### src/hw/rtl/sfd_pkg.sv
// ----------------------------------------------------------------------------
// sfd_pkg
// Shared types and constants of the serial frame deframer with checksum.
// ----------------------------------------------------------------------------
package sfd_pkg;

	localparam int unsigned BYTE_W    = 8;
	localparam int unsigned KIND_W    = 2;
	localparam int unsigned COUNT_W   = 32;
	localparam int unsigned REG_IDX_W = 8;

	// configuration register indexes
	localparam logic [REG_IDX_W-1:0] REG_HEADER_BYTE = 8'd0;
	localparam logic [REG_IDX_W-1:0] REG_DEVICE_ID   = 8'd1;

	localparam logic [BYTE_W-1:0] HEADER_BYTE_RST = 8'd255;
	localparam logic [BYTE_W-1:0] DEVICE_ID_RST   = 8'd251;

	// frame length below which no checksum fits
	localparam logic [BYTE_W-1:0] MIN_LEN      = 8'd3;
	// length, type and checksum bytes are counted in the length
	localparam logic [BYTE_W-1:0] OVERHEAD_LEN = 8'd3;

	// result kinds
	localparam logic [KIND_W-1:0] KIND_PAYLOAD  = 2'd0;
	localparam logic [KIND_W-1:0] KIND_END_GOOD = 2'd1;
	localparam logic [KIND_W-1:0] KIND_END_BAD  = 2'd2;

	typedef enum logic [5:0] {
		PH_HEAD = 6'b000001,
		PH_ID   = 6'b000010,
		PH_LEN  = 6'b000100,
		PH_TYPE = 6'b001000,
		PH_BODY = 6'b010000,
		PH_SUM  = 6'b100000
	} phase_t;

	typedef struct packed {
		logic [KIND_W-1:0]  kind;
		logic [BYTE_W-1:0]  frame_type;
		logic [BYTE_W-1:0]  byte_index;
		logic [BYTE_W-1:0]  payload_byte;
		logic               is_last;
		logic [COUNT_W-1:0] good_frames;
	} result_t;

endpackage

### src/hw/rtl/sfd_if.sv
// ----------------------------------------------------------------------------
// sfd_if
// Channel interfaces of the deframer: received bytes, results, register writes.
// ----------------------------------------------------------------------------
interface sfd_rx_if;
	logic                        valid;
	logic                        ready;
	logic [sfd_pkg::BYTE_W-1:0]  rx_byte;

	modport source (output valid, output rx_byte, input ready);
	modport sink   (input valid, input rx_byte, output ready);
endinterface

interface sfd_res_if;
	logic                        valid;
	logic                        ready;
	logic [sfd_pkg::KIND_W-1:0]  kind;
	logic [sfd_pkg::BYTE_W-1:0]  frame_type;
	logic [sfd_pkg::BYTE_W-1:0]  byte_index;
	logic [sfd_pkg::BYTE_W-1:0]  payload_byte;
	logic                        is_last;
	logic [sfd_pkg::COUNT_W-1:0] good_frames;

	modport source (output valid, output kind, output frame_type, output byte_index,
		output payload_byte, output is_last, output good_frames, input ready);
	modport sink   (input valid, input kind, input frame_type, input byte_index,
		input payload_byte, input is_last, input good_frames, output ready);
endinterface

interface sfd_cfg_if;
	logic                          valid;
	logic                          ready;
	logic [sfd_pkg::REG_IDX_W-1:0] reg_index;
	logic [sfd_pkg::BYTE_W-1:0]    wdata;

	modport source (output valid, output reg_index, output wdata, input ready);
	modport sink   (input valid, input reg_index, input wdata, output ready);
endinterface

### src/hw/rtl/serial_frame_deframer_checksum_core.sv
// ----------------------------------------------------------------------------
// serial_frame_deframer_checksum_core
// Hunts header and device id in a byte stream, forwards payload bytes and
// closes each frame with a checksum good/bad marker and a good-frame count.
// ----------------------------------------------------------------------------
// Usage:
//   rx  : one received byte per transaction (valid/ready).
//   res : zero or one result per byte: a payload byte (kind 0) or a frame
//         end marker (kind 1 good, kind 2 bad checksum) with the running
//         count of good frames.
//   cfg : register writes, index 0 header byte, index 1 device id; other
//         indexes are ignored. Always ready; write only while idle.
// Timing: a byte lands in an input register, is decoded there and its
// result is pushed into a two-entry output buffer, from which res valid
// rises. One byte per cycle is sustained while the output buffer has room,
// set by the single decode stage.
// Reset: hunting for a header, header 255, device id 251, counter zero,
// buffers empty.
// Stall: while res is stalled the output buffer fills; with both entries
// taken, the input register holds its byte and rx.ready falls until the
// receiver takes a result.
// ----------------------------------------------------------------------------
module serial_frame_deframer_checksum_core (
	input  logic        clk,
	input  logic        arst_n,
	sfd_rx_if.sink      rx,
	sfd_res_if.source   res,
	sfd_cfg_if.sink     cfg
);

	logic [sfd_pkg::BYTE_W-1:0]  header_q;
	logic [sfd_pkg::BYTE_W-1:0]  dev_id_q;

	logic                        valid_s1;
	logic [sfd_pkg::BYTE_W-1:0]  byte_s1;

	sfd_pkg::phase_t             phase_q, phase_d;
	logic [sfd_pkg::BYTE_W-1:0]  len_q, len_d;
	logic [sfd_pkg::BYTE_W-1:0]  type_q, type_d;
	logic [sfd_pkg::BYTE_W-1:0]  left_q, left_d;
	logic [sfd_pkg::BYTE_W-1:0]  sum_q, sum_d;
	logic [sfd_pkg::BYTE_W-1:0]  pos_q, pos_d;
	logic [sfd_pkg::COUNT_W-1:0] good_q, good_d;

	sfd_pkg::result_t            result;
	logic                        res_emit;

	// two-entry output buffer
	sfd_pkg::result_t            buf_q [2];
	logic                        wr_ptr_q, rd_ptr_q;
	logic [1:0]                  cnt_q;
	logic                        buf_full;
	logic                        push, pop;
	logic                        advance;

	assign buf_full = (cnt_q == 2'd2);
	assign advance  = valid_s1 && !buf_full;
	assign rx.ready = !valid_s1 || !buf_full;
	assign push     = advance && res_emit;
	assign pop      = res.valid && res.ready;
	assign cfg.ready = 1'b1;

	// configuration registers
	always_ff @(posedge clk or negedge arst_n) begin
		if (!arst_n) begin
			header_q <= sfd_pkg::HEADER_BYTE_RST;
			dev_id_q <= sfd_pkg::DEVICE_ID_RST;
		end else if (cfg.valid) begin
			unique case (cfg.reg_index)
				sfd_pkg::REG_HEADER_BYTE: header_q <= cfg.wdata;
				sfd_pkg::REG_DEVICE_ID:   dev_id_q <= cfg.wdata;
				default: ;
			endcase
		end
	end

	// input register
	always_ff @(posedge clk or negedge arst_n) begin
		if (!arst_n) begin
			valid_s1 <= 1'b0;
		end else if (rx.ready) begin
			valid_s1 <= rx.valid;
		end
	end

	always_ff @(posedge clk) begin
		if (rx.ready && rx.valid) begin
			byte_s1 <= rx.rx_byte;
		end
	end

	// frame decode
	always_comb begin
		phase_d  = phase_q;
		len_d    = len_q;
		type_d   = type_q;
		left_d   = left_q;
		sum_d    = sum_q;
		pos_d    = pos_q;
		good_d   = good_q;
		res_emit = 1'b0;
		result.kind         = sfd_pkg::KIND_PAYLOAD;
		result.frame_type   = type_q;
		result.byte_index   = '0;
		result.payload_byte = '0;
		result.is_last      = 1'b0;
		result.good_frames  = good_q;

		unique case (phase_q)
			sfd_pkg::PH_HEAD: begin
				phase_d = (byte_s1 == header_q) ? sfd_pkg::PH_ID : sfd_pkg::PH_HEAD;
			end
			sfd_pkg::PH_ID: begin
				phase_d = (byte_s1 == dev_id_q) ? sfd_pkg::PH_LEN : sfd_pkg::PH_HEAD;
			end
			sfd_pkg::PH_LEN: begin
				len_d   = byte_s1;
				phase_d = sfd_pkg::PH_TYPE;
			end
			sfd_pkg::PH_TYPE: begin
				type_d = byte_s1;
				if (len_q < sfd_pkg::MIN_LEN) begin
					phase_d = sfd_pkg::PH_HEAD;
				end else begin
					sum_d   = len_q + byte_s1;
					left_d  = len_q - sfd_pkg::OVERHEAD_LEN;
					pos_d   = '0;
					phase_d = (len_q == sfd_pkg::MIN_LEN) ? sfd_pkg::PH_SUM : sfd_pkg::PH_BODY;
				end
			end
			sfd_pkg::PH_BODY: begin
				sum_d               = sum_q + byte_s1;
				res_emit            = 1'b1;
				result.byte_index   = pos_q;
				result.payload_byte = byte_s1;
				pos_d               = pos_q + 8'd1;
				left_d              = left_q - 8'd1;
				if (left_q == 8'd1) begin
					phase_d = sfd_pkg::PH_SUM;
				end
			end
			sfd_pkg::PH_SUM: begin
				res_emit       = 1'b1;
				result.is_last = 1'b1;
				if (byte_s1 == sum_q) begin
					good_d      = good_q + 32'd1;
					result.kind = sfd_pkg::KIND_END_GOOD;
				end else begin
					result.kind = sfd_pkg::KIND_END_BAD;
				end
				result.good_frames = good_d;
				phase_d = sfd_pkg::PH_HEAD;
			end
			default: begin
				phase_d = sfd_pkg::PH_HEAD;
			end
		endcase
	end

	always_ff @(posedge clk or negedge arst_n) begin
		if (!arst_n) begin
			phase_q <= sfd_pkg::PH_HEAD;
			len_q   <= '0;
			type_q  <= '0;
			left_q  <= '0;
			sum_q   <= '0;
			pos_q   <= '0;
			good_q  <= '0;
		end else if (advance) begin
			phase_q <= phase_d;
			len_q   <= len_d;
			type_q  <= type_d;
			left_q  <= left_d;
			sum_q   <= sum_d;
			pos_q   <= pos_d;
			good_q  <= good_d;
		end
	end

	// output buffer
	always_ff @(posedge clk) begin
		if (push) begin
			buf_q[wr_ptr_q] <= result;
		end
	end

	always_ff @(posedge clk or negedge arst_n) begin
		if (!arst_n) begin
			wr_ptr_q <= 1'b0;
			rd_ptr_q <= 1'b0;
			cnt_q    <= 2'd0;
		end else begin
			if (push) begin
				wr_ptr_q <= !wr_ptr_q;
			end
			if (pop) begin
				rd_ptr_q <= !rd_ptr_q;
			end
			case ({push, pop})
				2'b10:   cnt_q <= cnt_q + 2'd1;
				2'b01:   cnt_q <= cnt_q - 2'd1;
				default: cnt_q <= cnt_q;
			endcase
		end
	end

	assign res.valid        = (cnt_q != 2'd0);
	assign res.kind         = buf_q[rd_ptr_q].kind;
	assign res.frame_type   = buf_q[rd_ptr_q].frame_type;
	assign res.byte_index   = buf_q[rd_ptr_q].byte_index;
	assign res.payload_byte = buf_q[rd_ptr_q].payload_byte;
	assign res.is_last      = buf_q[rd_ptr_q].is_last;
	assign res.good_frames  = buf_q[rd_ptr_q].good_frames;

endmodule

### src/flat_wrapper.sv
// flat-port wrapper written by rule: the top's interface ports become plain ports
module serial_frame_deframer_checksum_core_flat 
  (clk, arst_n, rx_valid, rx_rx_byte, rx_ready, res_valid, res_kind, res_frame_type, res_byte_index, res_payload_byte, res_is_last, res_good_frames, res_ready, cfg_valid, cfg_reg_index, cfg_wdata, cfg_ready);
  sfd_rx_if rx_i ();
  sfd_res_if res_i ();
  sfd_cfg_if cfg_i ();
  input  logic clk;
  input  logic arst_n;
  input wire logic [$bits(rx_i.valid)-1:0] rx_valid;
  input wire logic [$bits(rx_i.rx_byte)-1:0] rx_rx_byte;
  output wire logic [$bits(rx_i.ready)-1:0] rx_ready;
  output wire logic [$bits(res_i.valid)-1:0] res_valid;
  output wire logic [$bits(res_i.kind)-1:0] res_kind;
  output wire logic [$bits(res_i.frame_type)-1:0] res_frame_type;
  output wire logic [$bits(res_i.byte_index)-1:0] res_byte_index;
  output wire logic [$bits(res_i.payload_byte)-1:0] res_payload_byte;
  output wire logic [$bits(res_i.is_last)-1:0] res_is_last;
  output wire logic [$bits(res_i.good_frames)-1:0] res_good_frames;
  input wire logic [$bits(res_i.ready)-1:0] res_ready;
  input wire logic [$bits(cfg_i.valid)-1:0] cfg_valid;
  input wire logic [$bits(cfg_i.reg_index)-1:0] cfg_reg_index;
  input wire logic [$bits(cfg_i.wdata)-1:0] cfg_wdata;
  output wire logic [$bits(cfg_i.ready)-1:0] cfg_ready;
  assign rx_i.valid = rx_valid;
  assign rx_i.rx_byte = rx_rx_byte;
  assign rx_ready = rx_i.ready;
  assign res_valid = res_i.valid;
  assign res_kind = res_i.kind;
  assign res_frame_type = res_i.frame_type;
  assign res_byte_index = res_i.byte_index;
  assign res_payload_byte = res_i.payload_byte;
  assign res_is_last = res_i.is_last;
  assign res_good_frames = res_i.good_frames;
  assign res_i.ready = res_ready;
  assign cfg_i.valid = cfg_valid;
  assign cfg_i.reg_index = cfg_reg_index;
  assign cfg_i.wdata = cfg_wdata;
  assign cfg_ready = cfg_i.ready;
  serial_frame_deframer_checksum_core u_core (.clk(clk), .arst_n(arst_n), .rx(rx_i), .res(res_i), .cfg(cfg_i));
endmodule
### config.mk
export PLATFORM = sky130hd
export DESIGN_NAME = serial_frame_deframer_checksum_core_flat
export DESIGN_NICKNAME = d
export VERILOG_FILES = /design/src/hw/rtl/sfd_pkg.sv /design/src/hw/rtl/sfd_if.sv /design/src/hw/rtl/serial_frame_deframer_checksum_core.sv /design/src/flat_wrapper.sv
export SDC_FILE = /design/constraint.sdc
export NUM_CORES = 1
export LEC_CHECK = 0
export BUFFER_PORTS_ARGS = -buffer_cell sky130_fd_sc_hd__clkbuf_2
export CORE_ASPECT_RATIO = 1.4
export CORE_MARGIN = 2
export CORE_UTILIZATION = 45
export DETAILED_ROUTE_END_ITERATION = 8
export PLACE_DENSITY = 0.73
export SLEW_MARGIN = 20
export SYNTH_ARGS = -nofsm -noshare
export SYNTH_HDL_FRONTEND = slang
export SYNTH_SLANG_ARGS = --single-unit
### constraint.sdc
create_clock -name clk -period 7.08 [get_ports clk]
set_input_delay 0.354 -clock clk [delete_from_list [all_inputs] [get_ports clk]]
set_output_delay 0.354 -clock clk [all_outputs]
set_load 0.03 [all_outputs]
==> reports/metrics.cfg <==
[global_route]
grt_pass1_wl_mm=32.9
grt_pass1_vias=6481
antenna_found_initial=0
grt_max_degree=79
overflow=0
globalRouteTotalUtil_pct=16.8

[timing]
hold_violations=0
rsz0062_at_grt=false
fin_crit_sh_pct=47.1
tightestPinTransition_ns=0.855
drv_slew=0
setup_viol=0
relSlewSlack_pct=42.4
setup_tns_ns=0
period_needed_ns=3.33
fmax_mhz=300
skew_ns=0.0101

[layout]
synthToLayoutAreaGrowth_pct=13.7
drive_gt1_share_pct=27.0
nets=943
fin_util_pct=52.2
antennaDiodeCount=0

[worst_setup_path]
crit_path_end_kind=register
startpoint=u_core.phase_q[1]
rr_endpoint=u_core.sum_q[7]
critical_path_peak_fanout=35
reg2reg_from=u_core.phase_q[1]
reg2reg_depth=12
worstSetupPathType=reg2reg
worstPathArrival_ns=3.71
required_ns=7.46
startpoint_type=register
ff2ff_setup_slack_ns=3.75

[route]
met2_length_mm=10.9
routed-via-count=6448
drt_first_iter_violations=384
wl_met1_mm=8.15
wl_met3_microns=685
viasPerCell=5.30
dr.pass1.iters=8
ant_nets=0
drc=0
wl_per_cell_microns=16.8
wirelength_mm=20.4
highest_layer=met4

[yosys]
synth.area.top_cells=edfxtp_1, dfrtp_1, mux2_2
yosysWarnings=0
ys_async_sr_fraction_pct=44.0
synth.cell_area_sq_um=10400
synth_top_area_share_pct=36.5
syn_nets=859
syn_area_per_cell_sq_um=12.7
ys_ff_latch=225
syn-instance-count=815
synth_cell_types=61
ys_seq_area_share_pct=60.5
ys_top_cells_by_count=edfxtp_1, mux2_2, dfrtp_1
yosysTopAreaCell=edfxtp_1
synth_edf_count=126
synthFlopType=edfxtp_1
yosysMostFrequentCell=edfxtp_1

[run_status]
status=finished clean

[power_and_ir_drop]
comb_power_share_pct=11.0
clkPwrFrac_pct=37.8
p_int_mw=2.16
vdd_drop_max_mv=0.187
swShare_pct=25.0
p_leak_nw=4.51
p_per_area_nw_per_um2=244
p_seq_share_pct=51.2
p_sw_mw=0.719

[die]
io_pins=91
die_h_microns=184
dieArea_sq_um=24300
start_util_pct=45.9
die-width_microns=132
rows=65
core-area_sq_um=22600

[placed_design]
io_buffers=89
gp_congestion=0.841
dp_hpwl_mm=14.0

[clock_tree]
cts_buffers=22
cts_sinks=225
cts_tree=done
clkLatencyLatePin_ns=0.50
ctsHoldBuffers=1
cts.reportedPaths.clkPinSlew_ns=0.06
post_cts_buffers=0
cts_buffer_depth=3
root_buffer=clkbuf_16
post_cts_resized=0
htreeDepth=1

[worst_hold_path]
holdPathEnd=u_core.byte_s1[7]
hold_class=in2reg
hold_depth=1
hp-start=rx_rx_byte[7]

[job]
maxCapViolations=0

==> registers in the layout, summed over array words and instances, names as in the netlist <==
name and count:
u_core.buf_q 118, u_core.good_q 32, u_core.byte_s1 8, u_core.dev_id_q 8, u_core.header_q 8, u_core.left_q 8, u_core.len_q 8, u_core.pos_q 8
u_core.sum_q 8, u_core.type_q 8, u_core.phase_q 6, u_core.cnt_q 2, u_core.rd_ptr_q 1, u_core.valid_s1 1, u_core.wr_ptr_q 1
==> cell families after synthesis <==
group | count (synthesis) | synth area share, %
AOI/OAI and AO/OA | 75 | 4.44
xor gates and xnor gates | 104 | 8.78
adders and majority gates | 15 | 1.88
DFF | 225 | 60.5
buffers and inverters | 48 | 1.99
muxes | 93 | 10.1
and+or+nand+nor | 254 | 12.3
other | 1 | 0.0361
==> area by class of cell <==
class	instances	area [sq um]
Clock buffer	30	622
Clock inverter	10	52.6
Fill cell	1968	10800
Inverter	9	33.8
Multi-Input combinational cell	542	3910
Sequential cell	225	6280
Tap cell	301	377
Timing Repair Buffer	99	529
==> metrics by stage <==
step	setup slack [ns]	total power, mW	instance area, sq um	cells	hold WS (ns)
after CTS	3.72	2.91	11800	1216	0.0182
after detailed placement	3.74	1.82	11100	1175	0.260
after global routing	3.49	2.99	11800	1216	0.0110
after global placement	3.83	1.81	11100	1175	0.257
final	3.75	2.88	11800	1216	0.0360
after floorplan	2.77	1.72	10400	815	0.0584
==> metal layers <==
| metal | vias up | track usage (%) |
|---|---|---|
| met5 | - | 0 |
| li1 | 3081 | - |
| met3 | 44 | 2.23 |
| met2 | 127 | 31.6 |
| met1 | 3196 | 19.3 |
| met4 | 0 | 6.28 |
==> cells in the final DEF (no fill, tap or decap), types with 5 or more instances in the layout <==
cell         n
edfxtp_1   126
mux2_2      92
clkbuf_2    88
dfrtp_1     82
nand2_1     75
nor2_1      57
xnor2_1     55
xor2_1      49
nand4_1     24
clkbuf_16   23
and2_1      20
a21oi_1     17
nand3_1     16
dfstp_2     16
o21ai_1     15
o21ai_0     14
ha_1        14
and3_1      12
nor4_1       9
buf_4        9
inv_1        8
a21o_1       8
nor3_1       7
nand2b_1     5
clkinv_2     5
clkbuf_1     5
==> power groups by stage <==
stage                     clock, mW  sequential [mW]  combinational (mW)
after CTS                      1.11             1.48               0.320
after floorplan                   0             1.45               0.266
after global routing           1.16             1.48               0.342
after global placement            0             1.50               0.313
final                          1.09             1.47               0.316
after detailed placement          0             1.50               0.315
==> critical path, stage by stage, from the launching register on <==
cell and delay, ns:
dfrtp_1 0.44, nor2_1 0.35, and4b_1 0.24, buf_4 0.31, nand2_1 0.10, nand2_1 0.10, ha_1 0.26, a21o_1 0.19
a221oi_1 0.42, a21oi_1 0.15, xnor2_1 0.17, a21o_1 0.20, a211o_1 0.29
==> how the worst max path moves through the flow <==
stage          slack (ns)  cells after the start             endpoint
4_1_cts              3.72                      6  u_core.buf_q[0][49]
3_3_place_gp         3.83                      6  u_core.buf_q[1][49]
6_report             3.75                     12      u_core.sum_q[7]
3_5_place_dp         3.74                      6  u_core.buf_q[0][49]
2_1_floorplan        2.77                      5   u_core.buf_q[0][0]
5_1_grt              3.49                     12      u_core.sum_q[7]
Power figures use the tool's default switching activity.
